## config.mk

```make
export PLATFORM = sky130hd
export DESIGN_NAME = hcinv_recip
export DESIGN_NICKNAME = d
export VERILOG_FILES = /design/src/hcinv_pkg.sv /design/src/hcinv_recip.sv
export SDC_FILE = /design/constraint.sdc
export NUM_CORES = 2
export LEC_CHECK = 0
export BUFFER_PORTS_ARGS = -buffer_cell sky130_fd_sc_hd__buf_2
export CAP_MARGIN = 20
export CELL_PAD_IN_SITES_DETAIL_PLACEMENT = 0
export CELL_PAD_IN_SITES_GLOBAL_PLACEMENT = 1
export CORE_UTILIZATION = 57
export CTS_CLUSTER_DIAMETER = 200
export CTS_CLUSTER_SIZE = 10
export DETAILED_ROUTE_END_ITERATION = 16
export GPL_ROUTABILITY_DRIVEN = 0
export HOLD_SLACK_MARGIN = 0.15
export PLACE_DENSITY_LB_ADDON = 0.3
export SLEW_MARGIN = 20
export SYNTH_ARGS = -nofsm -noshare
export SYNTH_HDL_FRONTEND = slang
export SYNTH_SLANG_ARGS = --single-unit
```

## constraint.sdc

```tcl
create_clock -name clk -period 13.9 [get_ports clk]
set_input_delay 1.39 -clock clk [delete_from_list [all_inputs] [get_ports clk]]
set_output_delay 1.39 -clock clk [all_outputs]
set_load 0.05 [all_outputs]
```

## src/hcinv_pkg.sv

```systemverilog
// Shared binary32 types, register indexes and arithmetic functions for the homography block.
package hcinv_pkg;

	typedef logic [31:0] f32_t;

	localparam f32_t F_ONE  = 32'h3F80_0000;
	localparam f32_t F_QNAN = 32'h7FC0_0000;

	// configuration register indexes
	localparam logic [2:0] REG_PAIR_A = 3'd0;
	localparam logic [2:0] REG_PAIR_B = 3'd1;
	localparam logic [2:0] REG_PAIR_C = 3'd2;
	localparam logic [2:0] REG_PAIR_D = 3'd3;
	localparam logic [2:0] REG_LAST   = 3'd4;
	localparam logic [2:0] REG_LIMIT  = 3'd5;
	localparam logic [2:0] REG_TOL    = 3'd6;

	// quotient bits produced by the reciprocal pipeline, one per stage
	localparam int QBITS = 27;
	// exponent handed to the rounder for the raw quotient, before det exponent is taken off
	localparam int RECIP_EXP = 2 * 127 + 50 - QBITS;

	function automatic logic is_nan(f32_t a);
		return (a[30:23] == 8'hFF) && (a[22:0] != 23'd0);
	endfunction

	function automatic logic is_inf(f32_t a);
		return (a[30:23] == 8'hFF) && (a[22:0] == 23'd0);
	endfunction

	// Normalize and round to nearest even. Value is m / 2^50 * 2^(e - 127).
	function automatic f32_t fp_round(logic s, logic signed [11:0] e, logic [50:0] m);
		logic [50:0] n;
		logic signed [11:0] ex;
		logic [5:0] lz;
		logic found;
		logic [11:0] sh;
		logic stk;
		logic [23:0] sig;
		logic g;
		logic [31:0] b;
		if (m == 51'd0) return {s, 31'd0};
		lz = 6'd0;
		found = 1'b0;
		for (int i = 50; i >= 0; i--) begin
			if (!found && m[i]) begin
				lz = 6'(50 - i);
				found = 1'b1;
			end
		end
		n = m << lz;
		ex = e - $signed({6'd0, lz});
		if (ex < 12'sd1) begin
			sh = 12'(12'sd1 - ex);
			if (sh >= 12'd51) begin
				stk = |n;
				n = 51'd0;
			end else begin
				stk = |(n & ((51'd1 << sh) - 51'd1));
				n = n >> sh;
			end
			n[0] = n[0] | stk;
			ex = 12'sd1;
		end
		if (ex > 12'sd254) return {s, 8'hFF, 23'd0};
		sig = n[50:27];
		g = n[26];
		stk = |n[25:0];
		// hidden bit carries into the exponent field; denormals keep field zero
		b = {1'b0, 8'(ex - 12'sd1), 23'd0} + {8'd0, sig};
		b = b + {31'd0, g & (stk | sig[0])};
		return {s, b[30:0]};
	endfunction

	function automatic f32_t fp_mul(f32_t a, f32_t b);
		logic s;
		logic a_zero;
		logic b_zero;
		logic [7:0] ea;
		logic [7:0] eb;
		logic [47:0] p;
		s = a[31] ^ b[31];
		a_zero = (a[30:0] == 31'd0);
		b_zero = (b[30:0] == 31'd0);
		if (is_nan(a) || is_nan(b)) return F_QNAN;
		if ((is_inf(a) && b_zero) || (is_inf(b) && a_zero)) return F_QNAN;
		if (is_inf(a) || is_inf(b)) return {s, 8'hFF, 23'd0};
		if (a_zero || b_zero) return {s, 31'd0};
		ea = (a[30:23] == 8'd0) ? 8'd1 : a[30:23];
		eb = (b[30:23] == 8'd0) ? 8'd1 : b[30:23];
		p = {a[30:23] != 8'd0, a[22:0]} * {b[30:23] != 8'd0, b[22:0]};
		return fp_round(s, $signed({4'd0, ea}) + $signed({4'd0, eb}) - 12'sd126, {p, 3'd0});
	endfunction

	function automatic f32_t fp_add(f32_t a, f32_t b);
		f32_t x;
		f32_t y;
		logic [7:0] ex;
		logic [7:0] ey;
		logic [7:0] d;
		logic [49:0] mx;
		logic [49:0] my;
		logic [49:0] ms;
		logic [50:0] r;
		if (is_nan(a) || is_nan(b)) return F_QNAN;
		if (is_inf(a) && is_inf(b) && (a[31] != b[31])) return F_QNAN;
		if (is_inf(a)) return a;
		if (is_inf(b)) return b;
		if (a[30:0] >= b[30:0]) begin
			x = a;
			y = b;
		end else begin
			x = b;
			y = a;
		end
		ex = (x[30:23] == 8'd0) ? 8'd1 : x[30:23];
		ey = (y[30:23] == 8'd0) ? 8'd1 : y[30:23];
		mx = {x[30:23] != 8'd0, x[22:0], 26'd0};
		my = {y[30:23] != 8'd0, y[22:0], 26'd0};
		d = ex - ey;
		if (d >= 8'd50)
			ms = {49'd0, |my};
		else
			ms = (my >> d) | {49'd0, |(my & ((50'd1 << d) - 50'd1))};
		if (x[31] == y[31])
			r = {1'b0, mx} + {1'b0, ms};
		else
			r = {1'b0, mx} - {1'b0, ms};
		if (r == 51'd0) return {x[31] & y[31], 31'd0};
		return fp_round(x[31], $signed({4'd0, ex}) + 12'sd1, r);
	endfunction

	// 0 + x: only a negative zero changes
	function automatic f32_t pos_zero(f32_t a);
		return (a == 32'h8000_0000) ? 32'd0 : a;
	endfunction

	// |a| <= t for non-negative t, false on any NaN
	function automatic logic in_tol(f32_t a, logic [30:0] t);
		return !is_nan(a) && !is_nan({1'b0, t}) && (a[30:0] <= t);
	endfunction

endpackage

```

## src/hcinv_recip.sv

```systemverilog
// Pipelined binary32 reciprocal, one quotient bit per stage, with side payload.
module hcinv_recip #(
	parameter int PW = 8
) (
	input  logic               clk,
	input  logic               arst_n,
	input  logic               en,
	input  logic               in_valid,
	input  hcinv_pkg::f32_t    in_det,
	input  logic [PW-1:0]      in_pay,
	output logic               out_valid,
	output hcinv_pkg::f32_t    out_rdet,
	output logic [PW-1:0]      out_pay
);
	import hcinv_pkg::*;

	localparam logic [1:0] K_NORM = 2'd0;
	localparam logic [1:0] K_NAN  = 2'd1;
	localparam logic [1:0] K_INF  = 2'd2;
	localparam logic [1:0] K_ZERO = 2'd3;

	logic                    vld_s  [QBITS+1];
	logic [24:0]             rem_s  [QBITS+1];
	logic [QBITS-1:0]        quo_s  [QBITS+1];
	logic [23:0]             md_s   [QBITS+1];
	logic signed [11:0]      er_s   [QBITS+1];
	logic [1:0]              kind_s [QBITS+1];
	logic                    sgn_s  [QBITS+1];
	logic [PW-1:0]           pay_s  [QBITS+1];

	// operand prep: classify, normalize a denormal divisor
	logic [4:0]         lz;
	logic               found;
	logic [23:0]        md_n;
	logic signed [11:0] er_n;
	logic [1:0]         kind_n;

	always_comb begin
		lz = 5'd0;
		found = 1'b0;
		for (int i = 22; i >= 0; i--) begin
			if (!found && in_det[i]) begin
				lz = 5'(23 - i);
				found = 1'b1;
			end
		end
		if (in_det[30:23] == 8'd0) begin
			md_n = {1'b0, in_det[22:0]} << lz;
			er_n = 12'(RECIP_EXP - 1) + $signed({7'd0, lz});
		end else begin
			md_n = {1'b1, in_det[22:0]};
			er_n = 12'(RECIP_EXP) - $signed({4'd0, in_det[30:23]});
		end
		if (is_nan(in_det))
			kind_n = K_NAN;
		else if (is_inf(in_det))
			kind_n = K_ZERO;
		else if (in_det[30:0] == 31'd0)
			kind_n = K_INF;
		else
			kind_n = K_NORM;
	end

	always_ff @(posedge clk or negedge arst_n) begin
		if (!arst_n) begin
			vld_s[0] <= 1'b0;
		end else if (en) begin
			vld_s[0] <= in_valid;
		end
	end

	always_ff @(posedge clk) begin
		if (en) begin
			rem_s[0]  <= 25'd1 << 23;
			quo_s[0]  <= '0;
			md_s[0]   <= md_n;
			er_s[0]   <= er_n;
			kind_s[0] <= kind_n;
			sgn_s[0]  <= in_det[31];
			pay_s[0]  <= in_pay;
		end
	end

	for (genvar j = 0; j < QBITS; j++) begin : g_bit
		logic        ge;
		logic [24:0] diff;
		assign ge   = rem_s[j] >= {1'b0, md_s[j]};
		assign diff = ge ? (rem_s[j] - {1'b0, md_s[j]}) : rem_s[j];

		always_ff @(posedge clk or negedge arst_n) begin
			if (!arst_n) begin
				vld_s[j+1] <= 1'b0;
			end else if (en) begin
				vld_s[j+1] <= vld_s[j];
			end
		end

		always_ff @(posedge clk) begin
			if (en) begin
				rem_s[j+1]  <= {diff[23:0], 1'b0};
				quo_s[j+1]  <= {quo_s[j][QBITS-2:0], ge};
				md_s[j+1]   <= md_s[j];
				er_s[j+1]   <= er_s[j];
				kind_s[j+1] <= kind_s[j];
				sgn_s[j+1]  <= sgn_s[j];
				pay_s[j+1]  <= pay_s[j];
			end
		end
	end

	f32_t rdet_n;

	always_comb begin
		case (kind_s[QBITS])
			K_NAN:   rdet_n = F_QNAN;
			K_INF:   rdet_n = {sgn_s[QBITS], 8'hFF, 23'd0};
			K_ZERO:  rdet_n = {sgn_s[QBITS], 31'd0};
			default: rdet_n = fp_round(sgn_s[QBITS], er_s[QBITS],
				{{(51 - QBITS - 1){1'b0}}, quo_s[QBITS], |rem_s[QBITS]});
		endcase
	end

	always_ff @(posedge clk or negedge arst_n) begin
		if (!arst_n) begin
			out_valid <= 1'b0;
		end else if (en) begin
			out_valid <= vld_s[QBITS];
		end
	end

	always_ff @(posedge clk) begin
		if (en) begin
			out_rdet <= rdet_n;
			out_pay  <= pay_s[QBITS];
		end
	end

endmodule

```

==> results.py <==
metrics = {
    "run_status": {
        "status": "completed",
    },
    "die": {
        "initial_utilization_pct": 57.5,
        "die-area_um2": 202000,
        "die_w_um": 449,
        "core_area_um2": 198000,
        "die_y_um": 449,
        "placementRows": 163,
        "ios": 85,
    },
    "placed_design": {
        "io_buffers": 84,
        "placed_area_um2": 118000,
        "hpwl_um": 178000,
        "dp_slack_ps": 4680,
    },
    "grt": {
        "grt_pass1_wl_um": 389000,
        "antenna_found_initial": 8,
        "grt_pass1_vias": 72400,
        "grt.overflow.total": 0,
        "track_usage_pct": 24.4,
        "grt_max_degree": 186,
    },
    "pwr": {
        "power_density_nw_per_um2": 205,
        "irDropWorstVdd_mv": 0.153,
        "leakage_nw": 49.0,
    },
    "setup_path": {
        "cp_slowest_cell": "a21oi_4",
        "timing.rr.start": "quo_s[1][321]$_DFFE_PP_",
        "start_kind": "flip-flop",
        "worstPathArrival_ps": 10130,
        "crit_start": "quo_s[1][321]$_DFFE_PP_",
        "slowest_delay_ps": 750,
        "path_cells": "nor4_1 > nand3_1 > a211o_1 > a21oi_4 > inv_2 > ha_1 > fa_1 > xor2_1 > ha_1 > and3_1 > nand4_1 > a211oi_1 > buf_4 > nand2_1 > nor2_1 > o21ai_0 > and4_1 > a2bb2oi_1 > a22oi_1 > or4b_1 > nor4b_4 > a41oi_1 > xnor2_1 > a21oi_1",
        "cpMostUsedCell": "ha_1",
        "cp_data_required_time_ps": 14520,
        "endpoint_kind": "flip-flop",
        "critPathMaxFanout": 32,
        "criticalPathCategory": "reg2reg",
    },
    "route": {
        "initialDrtViolationCount": 6384,
        "wl_per_cell_um": 20.4,
        "vias_per_cell": 5.94,
        "drt_wl_total_um": 249000,
        "vias": 72700,
        "firstDrtPassIters": 10,
        "drc": 0,
        "ant_nets": 0,
    },
    "timing": {
        "final.period_utilization_pct": 68.4,
        "layout_min_cycle_time_ps": 9510,
        "setup_ws_ps": 4390,
        "tightest_slew_ps": 1120,
        "grt_setup_unrepaired": "no",
        "fmax_mhz": 105,
        "hold_ws_ps": 377,
        "timing.setup.tns_ps": 0,
        "max-slew-margin-rel_pct": 25.5,
        "finalHoldViolations": 0,
        "setup_viol": 0,
        "clock_skew_ps": 58.6,
        "drv_slew": 0,
    },
    "cells_and_area": {
        "fillCellCount": 14800,
        "nets": 10300,
        "fin_area_um2": 125000,
        "synthToLayoutAreaGrowth_pct": 9.76,
        "drive_gt1_share_pct": 8.44,
    },
    "synth": {
        "seq_area_frac_synth_pct": 60.6,
        "avgSynthCellArea_um2": 12.2,
        "synth_cell_type_count": 108,
        "ys.flop_type": "edfxtp_1",
        "synth_seq_cells": 2303,
        "synth_warnings": 0,
        "synthCells": 9326,
        "synthesis.area_um2": 114000,
        "synth_edf_count": 2274,
        "synth_async_sr_flop_share_pct": 1.26,
        "syn_nets": 10000,
    },
    "clock_tree": {
        "cts_root_buf": "clkbuf_16",
        "cts_tree": "built",
        "clockBufferDepth": 4,
        "cts_hold_buf": 0,
        "clk_pin_slew_ps": 60,
        "clock-sinks": 2303,
        "clk_latency_ps": 910,
        "cts_setup_buffers": 0,
        "cts_buffers": 280,
        "ctsResizeCount": 0,
        "h-tree-depth": 5,
    },
    "job": {
        "max_cap_viol_count": 0,
    },
    "min_path": {
        "min_path_type": "reg2reg",
        "hp-start": "er_s[0][16]$_DFFE_PP_",
    },
}
## kinds of logic (layout without fill, tap and decap cells)
group	after synthesis	count (layout)	share of synthesized area, %
simple gates	2400	2400	9.98
flops	2303	2303	60.6
compound gates	1994	1994	11.3
buf+inv	1197	1469	4.01
fa+ha+maj	671	671	7.55
xor+xnor	412	412	3.17
mux	349	349	3.39
other cells	0	1	0
## area by class of cell
| class | count | area (um2) | share of cell area [%] |
|---|---|---|---|
| Antenna cell | 1 | 2.50 | 0.00200 |
| Timing Repair Buffer | 153 | 1110 | 0.890 |
| Multi-Input combinational cell | 5826 | 40500 | 32.4 |
| Clock buffer | 307 | 7280 | 5.82 |
| Sequential cell | 2303 | 69000 | 55.2 |
| Clock inverter | 5 | 66.3 | 0.0530 |
| Tap cell | 2640 | 3300 | 2.64 |
| Inverter | 1004 | 3770 | 3.01 |
## final timing paths
| check | to | slack, ps | depth (start not counted) |
|---|---|---|---|
| max | out_rdet[24]$_DFFE_PP_ | 4390 | 24 |
| min | er_s[0][28]$_DFFE_PP_ | 380 | 0 |
| max reg2reg | out_rdet[24]$_DFFE_PP_ | 4390 | 24 |
| min reg2reg | er_s[0][28]$_DFFE_PP_ | 380 | 0 |
| max in group asynchronous | vld_s[0]$_DFFE_PN0P_ | 12940 | 1 |
| min in group asynchronous | vld_s[23]$_DFFE_PN0P_ | 530 | 1 |
## cell usage in the layout, fill, tap and decap left out, drive strengths merged, types with 27 or more instances in the layout
master / n
o21ai: 551
or4: 42
a21boi: 176
nor2: 696
nand4: 152
nand2: 663
and2: 59
clkbuf: 307
o22ai: 31
inv: 1005
mux2: 254
a21o: 170
or3: 35
nand3: 147
o31ai: 124
o21a: 51
ha: 644
and3: 81
nor2b: 86
or2: 41
edfxtp: 2274
nand2b: 80
nor4: 42
a31oi: 31
xor2: 177
fa: 27
a21oi: 466
xnor2: 235
nor3: 232
mux2i: 94
a211oi: 50
dfrtp: 29
buf: 153
## state kept, by name, indices dropped and copies added (netlist names)
register and count:
md_s 648, rem_s 648, quo_s 378, er_s 252, pay_s 224, kind_s 56, out_rdet 32, sgn_s 28
vld_s 28, out_pay 8, out_valid 1
## report_power, final
part           switching (mW)  internal [mW]
clock network            2.52           3.65
registers               0.776           9.58
logic                    5.26           3.87
total                    8.56           17.1
## cell usage after synthesis, types with 13 or more instances
library cell | instances | area [um2]
inv_1 | 997 | 3740
nand3_1 | 146 | 731
a21oi_1 | 465 | 2330
clkbuf_1 | 153 | 574
a31oi_1 | 31 | 194
nor4_1 | 41 | 257
o21bai_1 | 15 | 113
o22ai_1 | 30 | 188
a211o_1 | 18 | 158
xor2_1 | 177 | 1550
a21boi_0 | 167 | 1250
nor2_1 | 694 | 2610
nand2b_1 | 80 | 500
o41a_1 | 21 | 236
fa_1 | 27 | 541
buf_1 | 14 | 52.6
and3_1 | 80 | 500
nand2_1 | 663 | 2490
mux2_2 | 254 | 2860
a22o_1 | 13 | 114
o21a_1 | 51 | 383
or4_1 | 40 | 300
xnor2_1 | 235 | 2060
a221oi_1 | 22 | 193
o41ai_1 | 22 | 193
a41oi_1 | 18 | 158
nor2b_1 | 86 | 538
buf_2 | 16 | 80.1
a21o_1 | 170 | 1280
o211ai_1 | 20 | 150
edfxtp_1 | 2274 | 68300
and2_1 | 59 | 369
o221ai_1 | 18 | 158
nor3_1 | 230 | 1150
o31ai_1 | 123 | 923
or3_1 | 35 | 219
mux2i_1 | 89 | 891
dfrtp_1 | 29 | 726
or2_2 | 37 | 231
a211oi_1 | 49 | 368
ha_1 | 644 | 8060
o31a_1 | 18 | 158
o2111ai_1 | 13 | 114
nand4_1 | 152 | 951
o21ai_0 | 539 | 2700
## routing by layer
metal / wire length (um) / global-route usage, % / share of wire [%]
met1: 95000 / 28.1 / 38
met2: 124000 / 42.8 / 50
met3: 13900 / 3.90 / 5.6
met4: 16000 / 14.4 / 6.4
met5: 57 / 0 / 0.023
## per-stage QoR
step                power, mW  instances  util, %
floorplan                16.9       9326        -
global placement         19.2      11900     59.4
detailed placement       19.4      11900     59.4
CTS                      25.7      12200     63.1
global route             27.1      12200     63.2
finish                   25.7      12200     63.2
## worst max-delay path: cells and delay by family, from the launching register on
kind / cells / cell delay (ps)
adder cells (fa/ha/maj): 3 / 1040
AND/OR/NAND/NOR: 9 / 4000
AO/OA/AOI/OAI: 8 / 2710
flip-flops: 1 / 470
buffers and inverters: 2 / 350
XOR/XNOR: 2 / 640
(Power assumes the default switching activity.)
